### config.mk
export PLATFORM = sky130hd
export DESIGN_NAME = ps2_mouse_packet_cursor_tracker
export DESIGN_NICKNAME = d
export VERILOG_FILES = /design/src/design/ps2mct_pkg.sv /design/src/design/ps2mct_core.sv /design/src/design/ps2_mouse_packet_cursor_tracker.sv
export SDC_FILE = /design/constraint.sdc
export NUM_CORES = 1
export LEC_CHECK = 0
export BUFFER_PORTS_ARGS = -buffer_cell sky130_fd_sc_hd__buf_2
export CORE_MARGIN = 1.5
export CORE_UTILIZATION = 56
export DETAILED_ROUTE_END_ITERATION = 10
export GPL_TIMING_DRIVEN = 0
export PLACE_DENSITY = 0.78
export SYNTH_ARGS = -nofsm -noshare
export SYNTH_HDL_FRONTEND = slang
export SYNTH_SLANG_ARGS = --single-unit
### constraint.sdc
create_clock -name clock -period 5.35 [get_ports clock]
set_input_delay 0.535 -clock clock [delete_from_list [all_inputs] [get_ports clock]]
set_output_delay 0.535 -clock clock [all_outputs]
set_load 0.05 [all_outputs]
### src/design/ps2mct_pkg.sv
// Package for the PS/2 mouse packet cursor tracker.
// Holds the widths, codes, reset values, the result struct and the clamp helpers.
// No dependencies; used by ps2mct_core, the top level and the checker.
`default_nettype none

package ps2mct_pkg;

   // Width of the internal cursor registers.
   localparam int COORD_WIDTH = 12;
   localparam int COORD_MAX   = (1 << COORD_WIDTH) - 1;

   // Fixed widths of the transaction fields and registers.
   localparam int BYTE_WIDTH      = 8;
   localparam int POS_WIDTH       = 12;
   localparam int BUTTON_WIDTH    = 3;
   localparam int SIZE_WIDTH      = 13;
   localparam int CSR_INDEX_WIDTH = 2;
   localparam int CSR_DATA_WIDTH  = SIZE_WIDTH;

   // Compare width for a screen size against the coordinate range.
   localparam int LIM_WIDTH = (SIZE_WIDTH > COORD_WIDTH) ? SIZE_WIDTH + 1 : COORD_WIDTH + 1;
   // Signed width of cursor plus or minus a 9-bit delta.
   localparam int SUM_WIDTH = COORD_WIDTH + 2;
   localparam int DELTA_WIDTH = BYTE_WIDTH + 1;

   // Register indexes.
   localparam logic [CSR_INDEX_WIDTH-1:0] CSR_SCREEN_WIDTH  = 2'd0;
   localparam logic [CSR_INDEX_WIDTH-1:0] CSR_SCREEN_HEIGHT = 2'd1;

   // Status byte bits and special codes.
   localparam logic [BYTE_WIDTH-1:0] STATUS_SYNC_MASK = 8'h08;
   localparam logic [BYTE_WIDTH-1:0] ACK_CODE         = 8'hFA;
   localparam int STATUS_X_SIGN_BIT = 4;
   localparam int STATUS_Y_SIGN_BIT = 5;
   localparam int STATUS_X_OVF_BIT  = 6;
   localparam int STATUS_Y_OVF_BIT  = 7;

   localparam logic [SIZE_WIDTH-1:0] SCREEN_WIDTH_RESET  = 13'd800;
   localparam logic [SIZE_WIDTH-1:0] SCREEN_HEIGHT_RESET = 13'd600;

   localparam logic [COORD_WIDTH-1:0] CURSOR_COL_RESET =
      COORD_WIDTH'((400 > COORD_MAX) ? COORD_MAX : 400);
   localparam logic [COORD_WIDTH-1:0] CURSOR_ROW_RESET =
      COORD_WIDTH'((300 > COORD_MAX) ? COORD_MAX : 300);

   // Where the framer stands within a three-byte packet.
   typedef enum logic [1:0] {
      POS_STATUS,
      POS_XDELTA,
      POS_YDELTA
   } pos_type;

   // One result transaction.
   typedef struct packed {
      logic [POS_WIDTH-1:0]    pos_x;
      logic [POS_WIDTH-1:0]    pos_y;
      logic [BUTTON_WIDTH-1:0] button_bits;
      logic                    packet_done;
      logic                    byte_dropped;
      logic                    motion_ignored;
   } rsp_type;

   // Largest coordinate for a screen size: size minus one, with zero acting as one
   // and the result saturated to the coordinate range.
   function automatic logic [COORD_WIDTH-1:0] limit_of(input logic [SIZE_WIDTH-1:0] size);
      logic [LIM_WIDTH-1:0] lim;
      begin
         lim = (size == '0) ? '0 : LIM_WIDTH'(size) - LIM_WIDTH'(1);
         if (lim > LIM_WIDTH'(COORD_MAX)) begin
            lim = LIM_WIDTH'(COORD_MAX);
         end
         return lim[COORD_WIDTH-1:0];
      end
   endfunction

   // Clamp a signed sum into [0, lim].
   function automatic logic [COORD_WIDTH-1:0] clamp_to(input logic signed [SUM_WIDTH-1:0] v,
                                                       input logic [COORD_WIDTH-1:0] lim);
      logic [COORD_WIDTH-1:0] r;
      begin
         if (v < 0) begin
            r = '0;
         end else if (v > $signed({2'b00, lim})) begin
            r = lim;
         end else begin
            r = v[COORD_WIDTH-1:0];
         end
         return r;
      end
   endfunction

   // Cursor register to output field: mask or zero-extend to the field width.
   function automatic logic [POS_WIDTH-1:0] to_pos(input logic [COORD_WIDTH-1:0] c);
      logic [31:0] wide;
      begin
         wide = 32'(c);
         return wide[POS_WIDTH-1:0];
      end
   endfunction

endpackage

`default_nettype wire

### src/design/ps2mct_core.sv
// Packet framer and cursor state for the PS/2 mouse tracker.
// Depends on ps2mct_pkg. Gives the result of the byte offered this cycle and
// updates its state when the byte is taken.
`default_nettype none

module ps2mct_core (
   input  wire logic                                  clock,
   input  wire logic                                  reset,
   input  wire logic                                  csr_write_enable,
   input  wire logic [ps2mct_pkg::CSR_INDEX_WIDTH-1:0] csr_index,
   input  wire logic [ps2mct_pkg::CSR_DATA_WIDTH-1:0]  csr_write_data,
   input  wire logic                                  step,
   input  wire logic [ps2mct_pkg::BYTE_WIDTH-1:0]      rx_byte,
   output ps2mct_pkg::rsp_type                        result
);

   ps2mct_pkg::pos_type pos_ff, pos_in;

   logic [ps2mct_pkg::BYTE_WIDTH-1:0]   status_ff;
   logic [ps2mct_pkg::BYTE_WIDTH-1:0]   xbyte_ff;
   logic [ps2mct_pkg::COORD_WIDTH-1:0]  col_ff, col_in;
   logic [ps2mct_pkg::COORD_WIDTH-1:0]  row_ff, row_in;
   logic [ps2mct_pkg::BUTTON_WIDTH-1:0] buttons_ff, buttons_in;
   logic [ps2mct_pkg::COORD_WIDTH-1:0]  limit_x_ff, limit_y_ff;

   logic reject;
   logic done;
   logic dropped;
   logic overflow;
   logic signed [ps2mct_pkg::DELTA_WIDTH-1:0] dx, dy;
   logic signed [ps2mct_pkg::SUM_WIDTH-1:0]   col_sum, row_sum;

   // A status byte must have bit 3 set and must not be the ACK code.
   assign reject = ((rx_byte & ps2mct_pkg::STATUS_SYNC_MASK) == '0) ||
                   (rx_byte == ps2mct_pkg::ACK_CODE);

   // Next framer position.
   always_comb begin
      unique case (pos_ff)
         ps2mct_pkg::POS_STATUS: pos_in = reject ? ps2mct_pkg::POS_STATUS
                                                 : ps2mct_pkg::POS_XDELTA;
         ps2mct_pkg::POS_XDELTA: pos_in = ps2mct_pkg::POS_YDELTA;
         ps2mct_pkg::POS_YDELTA: pos_in = ps2mct_pkg::POS_STATUS;
         default:                pos_in = ps2mct_pkg::POS_STATUS;
      endcase
   end

   // Flags per position.
   always_comb begin
      done    = 1'b0;
      dropped = 1'b0;
      unique case (pos_ff)
         ps2mct_pkg::POS_STATUS: dropped = reject;
         ps2mct_pkg::POS_XDELTA: done    = 1'b0;
         ps2mct_pkg::POS_YDELTA: done    = 1'b1;
         default:                done    = 1'b0;
      endcase
   end

   // Motion datapath: sign-extend the deltas, add X, subtract Y, clamp.
   assign dx = $signed({status_ff[ps2mct_pkg::STATUS_X_SIGN_BIT], xbyte_ff});
   assign dy = $signed({status_ff[ps2mct_pkg::STATUS_Y_SIGN_BIT], rx_byte});
   assign overflow = status_ff[ps2mct_pkg::STATUS_X_OVF_BIT] |
                     status_ff[ps2mct_pkg::STATUS_Y_OVF_BIT];

   assign col_sum = $signed({2'b00, col_ff}) + ps2mct_pkg::SUM_WIDTH'(dx);
   assign row_sum = $signed({2'b00, row_ff}) - ps2mct_pkg::SUM_WIDTH'(dy);

   always_comb begin
      col_in     = col_ff;
      row_in     = row_ff;
      buttons_in = buttons_ff;
      if (done) begin
         buttons_in = status_ff[ps2mct_pkg::BUTTON_WIDTH-1:0];
         if (!overflow) begin
            col_in = ps2mct_pkg::clamp_to(col_sum, limit_x_ff);
            row_in = ps2mct_pkg::clamp_to(row_sum, limit_y_ff);
         end
      end
   end

   always_comb begin
      result.pos_x          = ps2mct_pkg::to_pos(col_in);
      result.pos_y          = ps2mct_pkg::to_pos(row_in);
      result.button_bits    = buttons_in;
      result.packet_done    = done;
      result.byte_dropped   = dropped;
      result.motion_ignored = done & overflow;
   end

   always_ff @(posedge clock) begin
      if (reset) begin
         pos_ff     <= ps2mct_pkg::POS_STATUS;
         col_ff     <= ps2mct_pkg::CURSOR_COL_RESET;
         row_ff     <= ps2mct_pkg::CURSOR_ROW_RESET;
         buttons_ff <= '0;
      end else if (step) begin
         pos_ff     <= pos_in;
         col_ff     <= col_in;
         row_ff     <= row_in;
         buttons_ff <= buttons_in;
      end
   end

   // Held packet bytes need no reset: each is written before it is read.
   always_ff @(posedge clock) begin
      if (step && (pos_ff == ps2mct_pkg::POS_STATUS) && !reject) begin
         status_ff <= rx_byte;
      end
      if (step && (pos_ff == ps2mct_pkg::POS_XDELTA)) begin
         xbyte_ff <= rx_byte;
      end
   end

   // Screen sizes are kept as coordinate limits; a write does not move the cursor.
   always_ff @(posedge clock) begin
      if (reset) begin
         limit_x_ff <= ps2mct_pkg::limit_of(ps2mct_pkg::SCREEN_WIDTH_RESET);
         limit_y_ff <= ps2mct_pkg::limit_of(ps2mct_pkg::SCREEN_HEIGHT_RESET);
      end else if (csr_write_enable) begin
         unique case (csr_index)
            ps2mct_pkg::CSR_SCREEN_WIDTH:  limit_x_ff <= ps2mct_pkg::limit_of(csr_write_data);
            ps2mct_pkg::CSR_SCREEN_HEIGHT: limit_y_ff <= ps2mct_pkg::limit_of(csr_write_data);
            default: begin
            end
         endcase
      end
   end

endmodule

`default_nettype wire

### src/design/ps2_mouse_packet_cursor_tracker.sv
// Top level of the PS/2 mouse packet cursor tracker.
// Depends on ps2mct_pkg and ps2mct_core; adds the result register and skid stage.
//
// Channel   Direction  Handshake          Payload
// req_      in         req_valid/stall    req_rx_byte
// rsp_      out        rsp_valid/stall    pos_x, pos_y, button_bits, flags
// csr_      in         csr_write_enable   csr_index, csr_write_data
//
// Every raw byte gives exactly one result transaction, registered after it is taken.
// A byte can be taken in every cycle while req_stall is low; the rate is then one
// transaction per cycle; the framer and clamp in ps2mct_core feed the result register.
// Reset is synchronous and active high; it restores the cursor to the screen center,
// the screen size to 800 by 600 and the framer to wait for a status byte.
// When the result side stalls, one more result is parked in a skid register; req_stall
// rises only while that skid register is full.
`default_nettype none

module ps2_mouse_packet_cursor_tracker (
   input  wire logic                                   clock,
   input  wire logic                                   reset,
   input  wire logic                                   req_valid,
   output      logic                                   req_stall,
   input  wire logic [ps2mct_pkg::BYTE_WIDTH-1:0]      req_rx_byte,
   output      logic                                   rsp_valid,
   input  wire logic                                   rsp_stall,
   output      logic [ps2mct_pkg::POS_WIDTH-1:0]       rsp_pos_x,
   output      logic [ps2mct_pkg::POS_WIDTH-1:0]       rsp_pos_y,
   output      logic [ps2mct_pkg::BUTTON_WIDTH-1:0]    rsp_button_bits,
   output      logic                                   rsp_packet_done,
   output      logic                                   rsp_byte_dropped,
   output      logic                                   rsp_motion_ignored,
   input  wire logic                                   csr_write_enable,
   input  wire logic [ps2mct_pkg::CSR_INDEX_WIDTH-1:0] csr_index,
   input  wire logic [ps2mct_pkg::CSR_DATA_WIDTH-1:0]  csr_write_data
);

   logic req_take;
   logic rsp_take;

   ps2mct_pkg::rsp_type new_result;
   ps2mct_pkg::rsp_type main_ff, main_in;
   ps2mct_pkg::rsp_type skid_ff, skid_in;
   logic                main_valid_ff, main_valid_in;
   logic                skid_valid_ff, skid_valid_in;

   // The core's state advances exactly when a byte transaction is taken.
   assign req_stall = skid_valid_ff;
   assign req_take  = req_valid & ~skid_valid_ff;
   assign rsp_take  = main_valid_ff & ~rsp_stall;

   ps2mct_core u_core (
      .clock            (clock),
      .reset            (reset),
      .csr_write_enable (csr_write_enable),
      .csr_index        (csr_index),
      .csr_write_data   (csr_write_data),
      .step             (req_take),
      .rx_byte          (req_rx_byte),
      .result           (new_result)
   );

   // Result register plus skid. A new result goes to the result register when it is
   // free or draining this cycle, otherwise into the skid register. A full skid
   // refills the result register as soon as the consumer takes the current one.
   always_comb begin
      main_in       = main_ff;
      skid_in       = skid_ff;
      main_valid_in = main_valid_ff;
      skid_valid_in = skid_valid_ff;
      if (skid_valid_ff) begin
         if (rsp_take) begin
            main_in       = skid_ff;
            skid_valid_in = 1'b0;
         end
      end else if (req_take) begin
         if (!main_valid_ff || rsp_take) begin
            main_in       = new_result;
            main_valid_in = 1'b1;
         end else begin
            skid_in       = new_result;
            skid_valid_in = 1'b1;
         end
      end else if (rsp_take) begin
         main_valid_in = 1'b0;
      end
   end

   always_ff @(posedge clock) begin
      if (reset) begin
         main_valid_ff <= 1'b0;
         skid_valid_ff <= 1'b0;
      end else begin
         main_valid_ff <= main_valid_in;
         skid_valid_ff <= skid_valid_in;
      end
   end

   always_ff @(posedge clock) begin
      main_ff <= main_in;
      skid_ff <= skid_in;
   end

   assign rsp_valid          = main_valid_ff;
   assign rsp_pos_x          = main_ff.pos_x;
   assign rsp_pos_y          = main_ff.pos_y;
   assign rsp_button_bits    = main_ff.button_bits;
   assign rsp_packet_done    = main_ff.packet_done;
   assign rsp_byte_dropped   = main_ff.byte_dropped;
   assign rsp_motion_ignored = main_ff.motion_ignored;

endmodule

`default_nettype wire

# After elaboration in Yosys (flattened, before gate mapping)
# Index checks and enable logic that the tools add are counted.
word_totals:
  reg_bits: 131
  in_bits: 28
  out_inout_bits: 32
  word_cells: 88
op_classes:
  addsub: 3
  magnitude_cmp: 5
  n_eq_ne: 6
  n_mux: 26
  bitwise_logic: 7
  n_reduce_logical: 19
op_table:
  columns: ["op", "n"]
  rows:
  - ["$mux W30", 4]
  - ["$mux W12", 9]
  - ["$gt A14 B13 Y1", 2]
  - ["$lt A14 B1 Y1 const B", 2]
  - ["$add A13 B9 Y14", 1]
  - ["$gt A14 B12 Y1 const B", 1]
  - ["$mux W14", 1]
  - ["$sub A13 B1 Y14 const B", 1]
  - ["$sub A13 B9 Y14", 1]
  - ["$logic_not A13 Y1", 1]
  - ["$mux W1", 10]
  - ["$reduce_and A3 Y1", 3]
  - ["$eq A8 B8 Y1 const B", 1]
  - ["$logic_not A8 Y1", 1]
  - ["$reduce_bool A2 Y1", 3]
  - ["$eq A2 B1 Y1 const B", 2]
  - ["$logic_not A2 Y1", 2]
  - ["$ne A2 B2 Y1 const B", 2]
  - ["$pmux W2 S2", 1]
  - ["$reduce_and A2 Y1", 2]
  - ["$and A1 B1 Y1", 3]
  - ["$logic_and A1 B1 Y1", 3]
  - ["$mux W3", 1]
  - ["$not A1 Y1", 3]
  - ["other kinds (4)", 6]

# Longest topological paths before layout
# Gate-level depths: netlist of run 1.
logic_depth:
  word_depth: 9
  mapped_depth: 19
  depth_no_buf: 18

# Cells and area by module
# Synthesis of run 1 repeated with hierarchy kept, for this count alone.
unflattened:
  cells_unflattened: 766
  area_unflattened_um2: 7818.7
by_module_without_submodules:
  columns: ["module", "n_inst", "cells_each", "area_each_um2", "seq_area_each_um2"]
  rows:
  - ["ps2mct_core", 1, 659, 5411.4, 1511.4]
  - ["ps2_mouse_packet_cursor_tracker", 1, 107, 2407.3, 1841.8]

# Worst setup path before layout of run 1
# Ideal clock, no wire load.
synth_timing:
  kind: "input to register"
  start: "input port req_rx_byte[0] (netlist name)"
  end: "register main_ff (netlist bit rsp_pos_y[10]), data pin"
  setup_ps: 260
  arrival_time_ps: 4037
  setup_slack_ps: 1053
  stages: 17
  n_path_buf: 1
  cell_sequence: "ha_1 > inv_1 > fa_1 > a211oi_1 > o21bai_1 > a41o_1 > xor2_1 > ha_1 > nand4_1 > nor4_1 > o21ba_1 > a211oi_1 > mux2i_2 > nand2_4 > buf_6 > mux2i_4 > o21ai_1"
synth_lines:
  columns: ["item", "line_no", "source"]
  rows:
  - ["start: declaration", "ps2_mouse_packet_cursor_tracker.sv:23", "input wire logic [ps2mct_pkg::BYTE_WIDTH-1:0] req_rx_byte,"]
  - ["end signal: assignment", "ps2_mouse_packet_cursor_tracker.sv:99", "main_ff <= main_in;"]
  - ["end: declaration", "ps2_mouse_packet_cursor_tracker.sv:41", "ps2mct_pkg::rsp_type main_ff, main_in;"]

==> out/qor.csv, run 1 <==
stage,metric,value,unit
floorplanning,num ports,60,
detailed_routing,via count,6325,
floorplanning,Die Wd,119.6,um
placement,Post-DP Area,8133,sq um
logic_synthesis,Yosys top cell by area,edfxtp_1,
outcome,status,finished clean,
cells_and_area,# diodes,0,
sta,hold slack,0.3471,ns
detailed_routing,Via density,6.093,
detailed_routing,drt wl/cell,19.02,um
clock_tree,insertion delay to the later sink of the worst-skew pair,0.42,ns
grt,initial antenna violation count,0,
logic_synthesis,"Seq/Total Area, Yosys",44.06,%
worst_setup_path,startpoint types,flop,
floorplanning,Initial Util,57.47,%
sta,Max Slew Vio Count,0,
placement,Port Buf Inserts,58,
sta,fin crit share,92.66,%
logic_synthesis,fraction of registers with async set/reset,0,%
grt,vias in the first global route,6142,
detailed_routing,WL met2,9.065,mm
floorplanning,area of the core,13240,sq um
clock_tree,Worst-path clk slew,0.06,ns
sta,Hold Fails Final Rpt,0,
sta,setup violators final,0,
cells_and_area,storage element area,3353,sq um
detailed_routing,total wire length,19.75,mm
worst_setup_path,"Slowest-stage cell, CP",o31ai_1,
detailed_routing,routed length on met1,8.578,mm
worst_setup_path,peak fanout along the critical path,10,
clock_tree,H-tree Lvls,4,
power_and_ir_drop,LEAKAGE,3.580,nW
cells_and_area,final instance area,8775,sq um
worst_setup_path,WP data arrival,5.11,ns
clock_tree,CTS Hold Bufs,0,
sta,RSZ-0062 raised after global routing,no,
clock_tree,clk buf depth,2,
cells_and_area,Layout Area Growth over Synthesis,15.29,%
clock_tree,CTS buffer count,17,
detailed_routing,top routing layer in use,met4,
grt,first-pass GRT wire length,31.69,mm
detailed_routing,TritonRoute pass-1 iters,5,
logic_synthesis,yosys warns,0,
power_and_ir_drop,pwr/cell area,312.6,nW/um^2
grt,gr usage total,28.82,%
clock_tree,post-CTS setup buffer count,0,
worst_setup_path,Critical Path RT,5.50,ns
grt,largest net degree at the start of global routing,31,
placement,Placement Setup Slack,0.3288,ns
logic_synthesis,number of synthesized flops with an enable pin,75,
clock_tree,Clock Tree Root,clkbuf_16,
worst_setup_path,crit path cell chain,"ha_1, inv_1, fa_1, nor2b_1, o31a_1, or4_1, a31oi_1, o21ai_0, xor2_1, ha_1, o21ai_0, a21oi_1, o31ai_1, a31oi_1, nor2_2, clkbuf_4, mux2i_2, o21ai_1",
sta,Final Critical Period,4.957,ns
clock_tree,post-CTS resize count,0,
logic_synthesis,Synth top area share,29.59,%
sta,Least-Margin Pin Slew,1.271,ns
detailed_routing,met3 WL,1.663,mm
logic_synthesis,most common cell in the netlist,nand2_1,
logic_synthesis,Syn Inst Count,772,
logic_synthesis,mean cell area of the mapped netlist,9.859,sq um
grt,grt total ovfl,0,
worst_setup_path,CP top delay family,compound AO/OA/AOI/OAI gates,
clock_tree,Sink Count,130,
sta,Max Clock Freq,201.7,MHz
logic_synthesis,synth unique cells,70,
worst_setup_path,CP Buf/Inv Count,2,
cells_and_area,layout cells sized above 1,15.66,%
logic_synthesis,Commonest cells post-synth,"78 x nand2_1, 75 x edfxtp_1, 61 x a21oi_1",
cells_and_area,area occupied by multi-input gates,3974,sq um
cells_and_area,Filler Cell Count,1068,
job,max_cap viols,0,
sta,final worst-path setup slack,0.3928,ns
sta,worst clock skew,0.005515,ns
placement,Post-DP HPWL,15.08,mm
logic_synthesis,"flops & latches, synth",130,
detailed_routing,DRT antenna net count,0,
cells_and_area,# nets final,931,
floorplanning,Core Rows,42,
logic_synthesis,Synth Flop Type,edfxtp_1,
worst_setup_path,Crit. End Element,flop,
sta,Slew headroom,15.05,%
worst_setup_path,CP Class,reg -> reg,
detailed_routing,DR iter-0 viols,621,
power_and_ir_drop,Worst VDD drop,0.2205,mV
clock_tree,CTS tree,done,
logic_synthesis,largest cells by area after synthesis,"edfxtp_1 30%, dfxtp_1 14%, ha_1 8.5%, a21oi_1 4.0%, nand2_1 3.8%",
floorplanning,die area,14300,sq um
detailed_routing,post-route DRC violation count,0,
logic_synthesis,Syn Nets,854,
worst_hold_path,class of the worst hold path,in -> reg,
placement,placer congestion estimate,0.9365,
floorplanning,die height,119.6,um
worst_setup_path,Critical Path Max Stage Delay,0.42,ns
logic_synthesis,synthesized area,7611,sq um
sta,post-route setup TNS,0,ns
==> path summary, 6_finish.rpt <==
| kind | from | to | slack [ns] | cells after the start |
|---|---|---|---|---|
| setup / recovery | u_core.xbyte_ff[0] | rsp_pos_x[2] | 0.39 | 18 |
| hold / removal | req_rx_byte[5] | u_core.status_ff[5] | 0.35 | 1 |
| setup reg to reg | u_core.xbyte_ff[0] | rsp_pos_x[2] | 0.39 | 18 |
| hold reg to reg | u_core.limit_x_ff[1] | u_core.limit_x_ff[1] | 0.47 | 1 |
==> cells in the final DEF, fill, tap and decap left out, drive strengths merged, types with 6 or more instances in the layout <==
cell type	Yosys	routed
a211oi	9	9
nor3	13	13
a21oi	61	61
xor2	8	8
clkinv	0	6
o31ai	10	10
mux2	9	9
a21o	13	13
nand2	80	80
dfxtp	55	55
ha	52	52
nand3	10	10
nor3b	14	14
mux2i	27	27
clkbuf	27	45
o21ai	56	56
a211o	14	14
inv	54	59
edfxtp	75	75
nand2b	7	7
o21a	13	13
nand4	10	10
buf	4	61
xnor2	18	18
nor2b	11	11
nor2	49	49
==> layer usage <==
metal  vias up  GRT usage, %
li1       2993             -
met1      2993         38.77
met3        37         6.464
met2       302         46.08
met5         -             0
met4         0         10.04
==> kinds of logic after synthesis <==
logic type / Yosys count / share of synthesized area [%]
AOI/OAI and AO/OA: 222 / 19.60
xor gates and xnor gates: 26 / 2.992
adders and majority gates: 54 / 9.074
buffers and inverters: 85 / 4.307
DFF: 130 / 44.06
muxes: 36 / 5.754
and+or+nand+nor: 219 / 14.22
==> registers in the layout, indices dropped and copies added, names as in the netlist, 8 cells and up <==
name,flops
u_core.xbyte_ff,8
rsp_pos_x,12
u_core.col_ff,12
rsp_pos_y,12
skid_ff,30
u_core.row_ff,12
u_core.limit_x_ff,12
u_core.limit_y_ff,12
==> worst reg2reg max path, delay by kind of cell (launching register included) <==
| family | cells | cell delay [ns] |
|---|---|---|
| AOI/OAI and AO/OA | 8 | 1.76 |
| adders and majority gates | 3 | 0.75 |
| and+or+nand+nor | 3 | 0.75 |
| buffers and inverters | 2 | 0.38 |
| muxes | 1 | 0.38 |
| DFF | 1 | 0.37 |
| xor gates and xnor gates | 1 | 0.30 |
==> metrics by stage <==
step                std cells  utilization (%)  power (mW)
detailed placement       1006            61.41       1.562
global placement         1006            61.33       1.546
floorplan                 772                -       1.448
finish                   1038            66.26       2.743
global route             1038            66.26       2.837
CTS                      1038            66.00       2.738
==> final cells by class <==
type	count	share of cell area (%)
multi-input cells	557	45.29
flip-flops and latches	130	38.21
clock buffers	17	4.848
repair buffers	58	3.308
well taps	176	2.510
inverters	54	2.310
clock inverters	15	2.068
plain buffers	31	1.454
==> power breakdown <==
group / switching (mW) / internal (mW) / total, mW / leakage [nW]
clock network: 0.449 / 0.738 / 1.19 / 0.300
registers: 0.0219 / 1.10 / 1.12 / 1.14
logic: 0.288 / 0.148 / 0.436 / 2.14
No activity file was read; power rests on OpenSTA's default activity.
==> run 2: changes to the inputs <==
- clock period: 5.35 -> 4.8 ns (I/O delays scaled with it)
==> out/qor.csv, run 2 (same netlist as run 1, synthesis figures left out) <==
stage,metric,value,unit,change
worst_hold_path,class of the worst hold path,in -> reg,,unchanged
grt,largest net degree at the start of global routing,31,,unchanged
clock_tree,Clock Tree Root,clkbuf_16,,unchanged
worst_setup_path,"Slowest-stage cell, CP",or4_4,,was o31ai_1
power_and_ir_drop,pwr/cell area,345.7,nW/um^2,was 312.6 nW/um^2
clock_tree,H-tree Lvls,4,,unchanged
detailed_routing,via count,6366,,was 6325
worst_setup_path,startpoint types,flop,,unchanged
cells_and_area,layout cells sized above 1,17.26,%,was 15.66%
sta,Final Critical Period,4.602,ns,was 4.957 ns
worst_setup_path,R2R Path Start,u_core.xbyte_ff[0],,unchanged
worst_hold_path,worst hold start,req_rx_byte[5],,unchanged
power_and_ir_drop,Worst VDD drop,0.2468,mV,was 0.2205 mV
grt,vias in the first global route,6138,,was 6142
grt,gr usage total,28.82,%,about the same
cells_and_area,"commonest non-fill, non-tap cells in the layout","78 x nand2_1, 75 x edfxtp_1, 60 x a21oi_1, 58 x buf_2, 55 x dfxtp_1",,unchanged
sta,Slew headroom,17.16,%,was 15.05%
sta,worst clock skew,0.005927,ns,was 0.005515 ns
power_and_ir_drop,LEAKAGE,3.637,nW,was 3.580 nW
cells_and_area,Layout Area Growth over Synthesis,17.61,%,was 15.29%
cells_and_area,"commonest non-fill, non-tap cell in the layout",nand2_1,,unchanged
power_and_ir_drop,Flop pwr share,40.4,%,was 40.9%
sta,setup violators final,0,,unchanged
cells_and_area,# diodes,0,,unchanged
detailed_routing,post-route DRC violation count,0,,unchanged
worst_setup_path,peak fanout along the critical path,10,,unchanged
clock_tree,CTS buffer count,17,,unchanged
cells_and_area,"Most flops, register",skid_ff,,unchanged
detailed_routing,DR iter-0 viols,651,,was 621
grt,grt total ovfl,0,,unchanged
worst_setup_path,crit path cell chain,"ha_1, inv_1, fa_1, nor2b_1, o31a_1, or4_4, a31oi_4, xnor2_1, ha_1, and3_1, nand4_1, or3_1, o31ai_2, buf_4, a31oi_2, nor2_4, buf_12, mux2i_4, o21ai_1",,"was ha_1, inv_1, fa_1, nor2b_1, o31a_1, or4_1, a31oi_1, o21ai_0, xor2_1, ha_1, o21ai_0, a21oi_1, o31ai_1, a31oi_1, nor2_2, clkbuf_4, mux2i_2, o21ai_1"
floorplanning,area of the core,13240,sq um,unchanged
placement,placer congestion estimate,0.9365,,unchanged
cells_and_area,final instance area,8951,sq um,was 8775 sq um
placement,Post-DP Area,8133,sq um,unchanged
floorplanning,num ports,60,,unchanged
worst_setup_path,CP startpoint,u_core.xbyte_ff[0],,unchanged
sta,final worst-path setup slack,0.1985,ns,was 0.3928 ns
clock_tree,insertion delay to the later sink of the worst-skew pair,0.43,ns,was 0.42 ns
sta,fin crit share,95.87,%,was 92.66%
clock_tree,CTS tree,done,,unchanged
power_and_ir_drop,Clk pwr share,42.8,%,was 43.3%
detailed_routing,drt wl/cell,19.14,um,was 19.02 um
floorplanning,Core Rows,42,,unchanged
clock_tree,Worst-path clk slew,0.06,ns,about the same
grt,initial antenna violation count,0,,unchanged
worst_setup_path,WP data arrival,4.76,ns,was 5.11 ns
placement,Placement Setup Slack,-0.2212,ns,was 0.3288 ns
detailed_routing,TritonRoute pass-1 iters,5,,unchanged
worst_setup_path,Crit. End Element,flop,,unchanged
sta,Max Clock Freq,217.3,MHz,was 201.7 MHz
power_and_ir_drop,combinational power share,16.8,%,was 15.9%
sta,Hold Fails Final Rpt,0,,unchanged
sta,Max Slew Vio Count,0,,unchanged
power_and_ir_drop,Sw Pwr,860.2,uW,was 758.3 uW
power_and_ir_drop,Int Pwr,2.235,mW,was 1.985 mW
job,max_cap viols,0,,unchanged
floorplanning,die height,119.6,um,unchanged
clock_tree,Sink Count,130,,unchanged
detailed_routing,DRT antenna net count,0,,unchanged
sta,Least-Margin Pin Slew,1.240,ns,was 1.271 ns
worst_setup_path,CP Class,reg -> reg,,unchanged
power_and_ir_drop,switch share,27.79,%,was 27.65%
floorplanning,die area,14300,sq um,unchanged
power_and_ir_drop,Power Total,3.095,mW,was 2.743 mW
worst_setup_path,Critical Path Max Stage Delay,0.44,ns,was 0.42 ns
worst_setup_path,Critical Path RT,4.96,ns,was 5.50 ns
clock_tree,clk buf depth,2,,unchanged
placement,Port Buf Inserts,58,,unchanged
worst_setup_path,CP top delay family,simple AND/OR/NAND/NOR gates,,was compound AO/OA/AOI/OAI gates
worst_setup_path,"Top cell by count, worst path",ha_1,,
outcome,status,finished clean,,unchanged
floorplanning,Initial Util,57.47,%,unchanged
grt,first-pass GRT wire length,31.65,mm,was 31.69 mm
cells_and_area,max reg flops,30,,unchanged
worst_setup_path,CP Buf/Inv Count,3,,was 2
floorplanning,Die Wd,119.6,um,unchanged
cells_and_area,# nets final,938,,was 931
detailed_routing,Via density,6.092,,was 6.093
placement,Post-DP HPWL,15.08,mm,unchanged
sta,post-route setup TNS,0,ns,unchanged
detailed_routing,total wire length,20.00,mm,was 19.75 mm
==> run 2: cell types whose count changed in the layout (fill, tap and decap cells not counted), moves of 2 or more <==
cell / delta
a31oi_1: -2
buf_4: +7
mux2i_2: -6
mux2i_4: +6
o21ai_0: -3
o21ai_1: +3
o31ai_1: -2
o31ai_2: +2
==> run 2: power by group through the flow <==
stage	sequential (mW)	clock (mW)	combinational [mW]
5_1_grt	1.25	1.38	0.560
2_1_floorplan	1.33	0	0.283
4_1_cts	1.25	1.33	0.480
3_3_place_gp	1.27	0	0.452
6_report	1.25	1.32	0.521
3_5_place_dp	1.27	0	0.469
==> run 2: repair_timing <==
| action | in CTS | in global routing |
|---|---|---|
| hold buffers | 0 | 0 |
| cloned | 0 | 0 |
| pin swaps | 0 | 6 |
| endpoints found under the setup margin | 19 | 48 |
| endpoints found under the hold margin | 0 | 0 |
| gates resized for setup | 9 | 21 |
| setup buffers | 0 | 7 |
==> run 2: layout make-up <==
cell class | instances | area, sq um
Clock buffer | 17 | 425.4
Sequential cell | 130 | 3353
Clock inverter | 15 | 181.4
Multi-Input combinational cell | 557 | 4085
Buffer | 31 | 140.1
Tap cell | 176 | 220.2
Timing Repair Buffer | 65 | 342.8
Inverter | 54 | 202.7
Fill cell | 1053 | 4292
==> run 2: metrics by stage <==
step                      hold WS, ns  std cells  util, %
after CTS                      0.2730       1038    66.24
after global placement         0.4366       1006    61.33
final                          0.2940       1045    67.59
after floorplan                0.4295        772        -
after detailed placement       0.4541       1006    61.41
after global routing           0.2793       1045    67.59
==> run 2: final timing paths <==
path	end	slack, ns	cells after the start
worst min-delay path	u_core.status_ff[5]	0.29	1
worst max register to register	rsp_pos_x[2]	0.20	19
worst min register to register	u_core.limit_x_ff[1]	0.47	1
worst max-delay path	rsp_pos_x[2]	0.20	19
==> run 2: metal layers <==
metal	share of wire (%)	vias up	wire length, um	global-route usage, %
met5	0	-	0	0
met4	2.7	0	536	10.19
met3	8.5	52	1701	6.274
met2	46	309	9160	46.19
met1	43	3000	8600	38.74
li1	-	3005	-	-
==> run 2: worst reg2reg max path, delay by kind of cell (launching register included) <==
kind | cells | cell delay, ns
flip-flops | 1 | 0.38
XOR/XNOR | 1 | 0.16
adder cells (fa/ha/maj) | 3 | 0.76
multiplexers | 1 | 0.30
buffers and inverters | 3 | 0.44
AND/OR/NAND/NOR | 6 | 1.45
AO/OA/AOI/OAI | 5 | 0.88
==> run 3: changes to the inputs <==
- BUFFER_PORTS_ARGS: -buffer_cell sky130_fd_sc_hd__buf_2 -> -buffer_cell sky130_fd_sc_hd__buf_4
- TNS_END_PERCENT: not set -> 10
==> out/qor.csv, run 3 (same netlist as run 1, synthesis figures left out) <==
stage,metric,value,unit,change
cells_and_area,Layout Area Growth over Synthesis,18.56,%,was 17.61%
cells_and_area,max reg flops,30,,unchanged
sta,RSZ-0062 raised after global routing,yes,,
worst_setup_path,CP startpoint,u_core.xbyte_ff[0],,unchanged
grt,first-pass GRT wire length,31.68,mm,was 31.65 mm
placement,Post-DP HPWL,15.29,mm,was 15.08 mm
placement,placer congestion estimate,0.9775,,was 0.9365
power_and_ir_drop,Power Total,3.007,mW,was 3.095 mW
floorplanning,area of the core,13240,sq um,unchanged
worst_setup_path,Critical Path RT,4.96,ns,about the same
sta,Least-Margin Pin Slew,1.253,ns,was 1.240 ns
cells_and_area,# nets final,939,,was 938
worst_setup_path,CP Class,reg -> reg,,unchanged
clock_tree,CTS Hold Bufs,0,,unchanged
worst_setup_path,CP endpoint,rsp_pos_x[5],,was rsp_pos_x[2]
cells_and_area,"Most flops, register",skid_ff,,unchanged
sta,post-route setup TNS,0,ns,unchanged
sta,Max Slew Vio Count,0,,unchanged
power_and_ir_drop,Worst VDD drop,0.2102,mV,was 0.2468 mV
sta,fin crit share,97.21,%,was 95.87%
detailed_routing,drt wl/cell,19.14,um,about the same
sta,Final Critical Period,4.666,ns,was 4.602 ns
worst_setup_path,reg2reg end,rsp_pos_x[5],,was rsp_pos_x[2]
power_and_ir_drop,pwr/cell area,333.2,nW/um^2,was 345.7 nW/um^2
detailed_routing,Via density,6.123,,was 6.092
clock_tree,Sink Count,130,,unchanged
floorplanning,Initial Util,57.47,%,unchanged
detailed_routing,TritonRoute pass-1 iters,5,,unchanged
sta,worst clock skew,0.007394,ns,was 0.005927 ns
worst_setup_path,peak fanout along the critical path,10,,unchanged
clock_tree,insertion delay to the later sink of the worst-skew pair,0.42,ns,was 0.43 ns
detailed_routing,total wire length,20.02,mm,was 20.00 mm
clock_tree,clk buf depth,2,,unchanged
sta,Hold Fails Final Rpt,0,,unchanged
worst_setup_path,WP data arrival,4.82,ns,was 4.76 ns
floorplanning,Die Wd,119.6,um,unchanged
detailed_routing,via count,6405,,was 6366
cells_and_area,"commonest non-fill, non-tap cell in the layout",nand2_1,,unchanged
cells_and_area,"commonest non-fill, non-tap cells in the layout","78 x nand2_1, 75 x edfxtp_1, 66 x buf_4, 60 x a21oi_1, 55 x dfxtp_1",,"was 78 x nand2_1, 75 x edfxtp_1, 60 x a21oi_1, 58 x buf_2, 55 x dfxtp_1"
job,max_cap viols,0,,unchanged
grt,largest net degree at the start of global routing,31,,unchanged
detailed_routing,post-route DRC violation count,0,,unchanged
clock_tree,Clock Tree Root,clkbuf_16,,unchanged
floorplanning,die area,14300,sq um,unchanged
cells_and_area,Filler Cell Count,1006,,was 1053
power_and_ir_drop,LEAKAGE,3.654,nW,was 3.637 nW
worst_setup_path,Reg2Reg Depth,18,,was 19
cells_and_area,Final Util,68.14,%,was 67.59%
clock_tree,CTS buffer count,17,,unchanged
sta,Max Clock Freq,214.3,MHz,was 217.3 MHz
clock_tree,CTS tree,done,,unchanged
worst_setup_path,Critical Path Max Stage Delay,0.43,ns,was 0.44 ns
grt,grt total ovfl,0,,unchanged
floorplanning,die height,119.6,um,unchanged
floorplanning,num ports,60,,unchanged
detailed_routing,DRT antenna net count,0,,unchanged
worst_setup_path,Crit. End Element,flop,,unchanged
worst_setup_path,reg-to-reg setup timing slack,0.13,ns,was 0.20 ns
grt,gr usage total,28.85,%,was 28.82%
worst_setup_path,R2R Path Start,u_core.xbyte_ff[0],,unchanged
placement,Port Buf Inserts,58,,unchanged
worst_hold_path,class of the worst hold path,in -> reg,,unchanged
clock_tree,Worst-path clk slew,0.06,ns,about the same
cells_and_area,# diodes,0,,unchanged
outcome,status,finished clean,,unchanged
cells_and_area,layout cells sized above 1,16.90,%,was 17.26%
worst_setup_path,crit path cell chain,"ha_1, inv_1, fa_1, nor2b_1, o31a_1, or4_1, a31oi_2, o21ai_0, xor2_1, ha_1, nand4_1, or3_1, o31ai_2, a31oi_1, nor2_2, buf_12, mux2i_4, o21ai_0",,"was ha_1, inv_1, fa_1, nor2b_1, o31a_1, or4_4, a31oi_4, xnor2_1, ha_1, and3_1, nand4_1, or3_1, o31ai_2, buf_4, a31oi_2, nor2_4, buf_12, mux2i_4, o21ai_1"
grt,vias in the first global route,6111,,was 6138
sta,Slew headroom,16.29,%,was 17.16%
clock_tree,H-tree Lvls,4,,unchanged
worst_setup_path,startpoint types,flop,,unchanged
grt,initial antenna violation count,0,,unchanged
detailed_routing,DR iter-0 viols,651,,unchanged
floorplanning,Core Rows,42,,unchanged
sta,setup violators final,0,,unchanged
worst_setup_path,"Slowest-stage cell, CP",or4_1,,was or4_4
## run 3: changes by cell type in the layout (fill, tap and decap cells not counted), sizes merged
| cell | previous run | this run |
|---|---|---|
| buf | 69 | 70 |
| clkinvlp | 1 | 3 |
| bufinv | 3 | 1 |
| inv | 59 | 55 |
| clkinv | 6 | 7 |
| clkbuf | 44 | 47 |
## run 3: how the worst min path moves through the flow
| stage | start | to | slack, ns | cells after the start |
|---|---|---|---|---|
| after CTS | req_rx_byte[5] | u_core.xbyte_ff[5] | 0.26 | 1 |
| final | req_rx_byte[5] | u_core.xbyte_ff[5] | 0.26 | 1 |
| after floorplan | u_core.row_ff[0] | u_core.row_ff[0] | 0.43 | 2 |
| after detailed placement | u_core.row_ff[0] | u_core.row_ff[0] | 0.44 | 2 |
| after global routing | req_rx_byte[5] | u_core.xbyte_ff[5] | 0.26 | 1 |
| after global placement | u_core.row_ff[0] | u_core.row_ff[0] | 0.44 | 2 |
## run 3: metal layers
| metal | wire, um | track usage, % |
|---|---|---|
| met3 | 1815 | 5.418 |
| met1 | 8545 | 39.68 |
| met5 | 0 | 0 |
| met2 | 9047 | 45.51 |
| met4 | 607 | 10.94 |
## run 3: cell type report
cell class | count | area [sq um] | area share, %
Clock buffer | 20 | 456.7 | 5.061
Buffer | 31 | 143.9 | 1.595
Clock inverter | 12 | 107.6 | 1.192
Sequential cell | 130 | 3353 | 37.16
Timing Repair Buffer | 66 | 495.5 | 5.491
Tap cell | 176 | 220.2 | 2.440
Multi-Input combinational cell | 557 | 4044 | 44.81
Inverter | 54 | 202.7 | 2.246
## run 3: metrics by stage
stage | cell area (sq um) | hold WS (ns) | std cells | setup slack, ns
after detailed placement | 8278 | 0.4408 | 1006 | -0.1484
final | 9024 | 0.2644 | 1046 | 0.1341
after CTS | 8859 | 0.2577 | 1038 | 0.01673
after floorplan | 7611 | 0.4295 | 772 | 0.5580
after global routing | 9024 | 0.2593 | 1046 | -0.09573
after global placement | 8267 | 0.4356 | 1006 | -0.04370
## run 3: critical path: cells and delay by family, from the launching register on
kind	cells	cell delay [ns]
adder cells (fa/ha/maj)	3	0.78
flip-flops	1	0.40
AND/OR/NAND/NOR	5	1.29
buffers and inverters	2	0.29
multiplexers	1	0.31
AO/OA/AOI/OAI	6	1.12
XOR/XNOR	1	0.22
## run 3: what timing repair did
item                                    4_1_cts  5_1_grt
endpoints found under the setup margin       12       55
gates resized for setup                       5       17
buffers inserted                              0        8
pin swaps                                     0        5
## run 3: where the power goes
part	internal, mW	switching, mW	leakage [nW]
Sequential	1.23	0.0264	1.14
Clock	0.738	0.483	0.272
Combinational	0.204	0.330	2.24
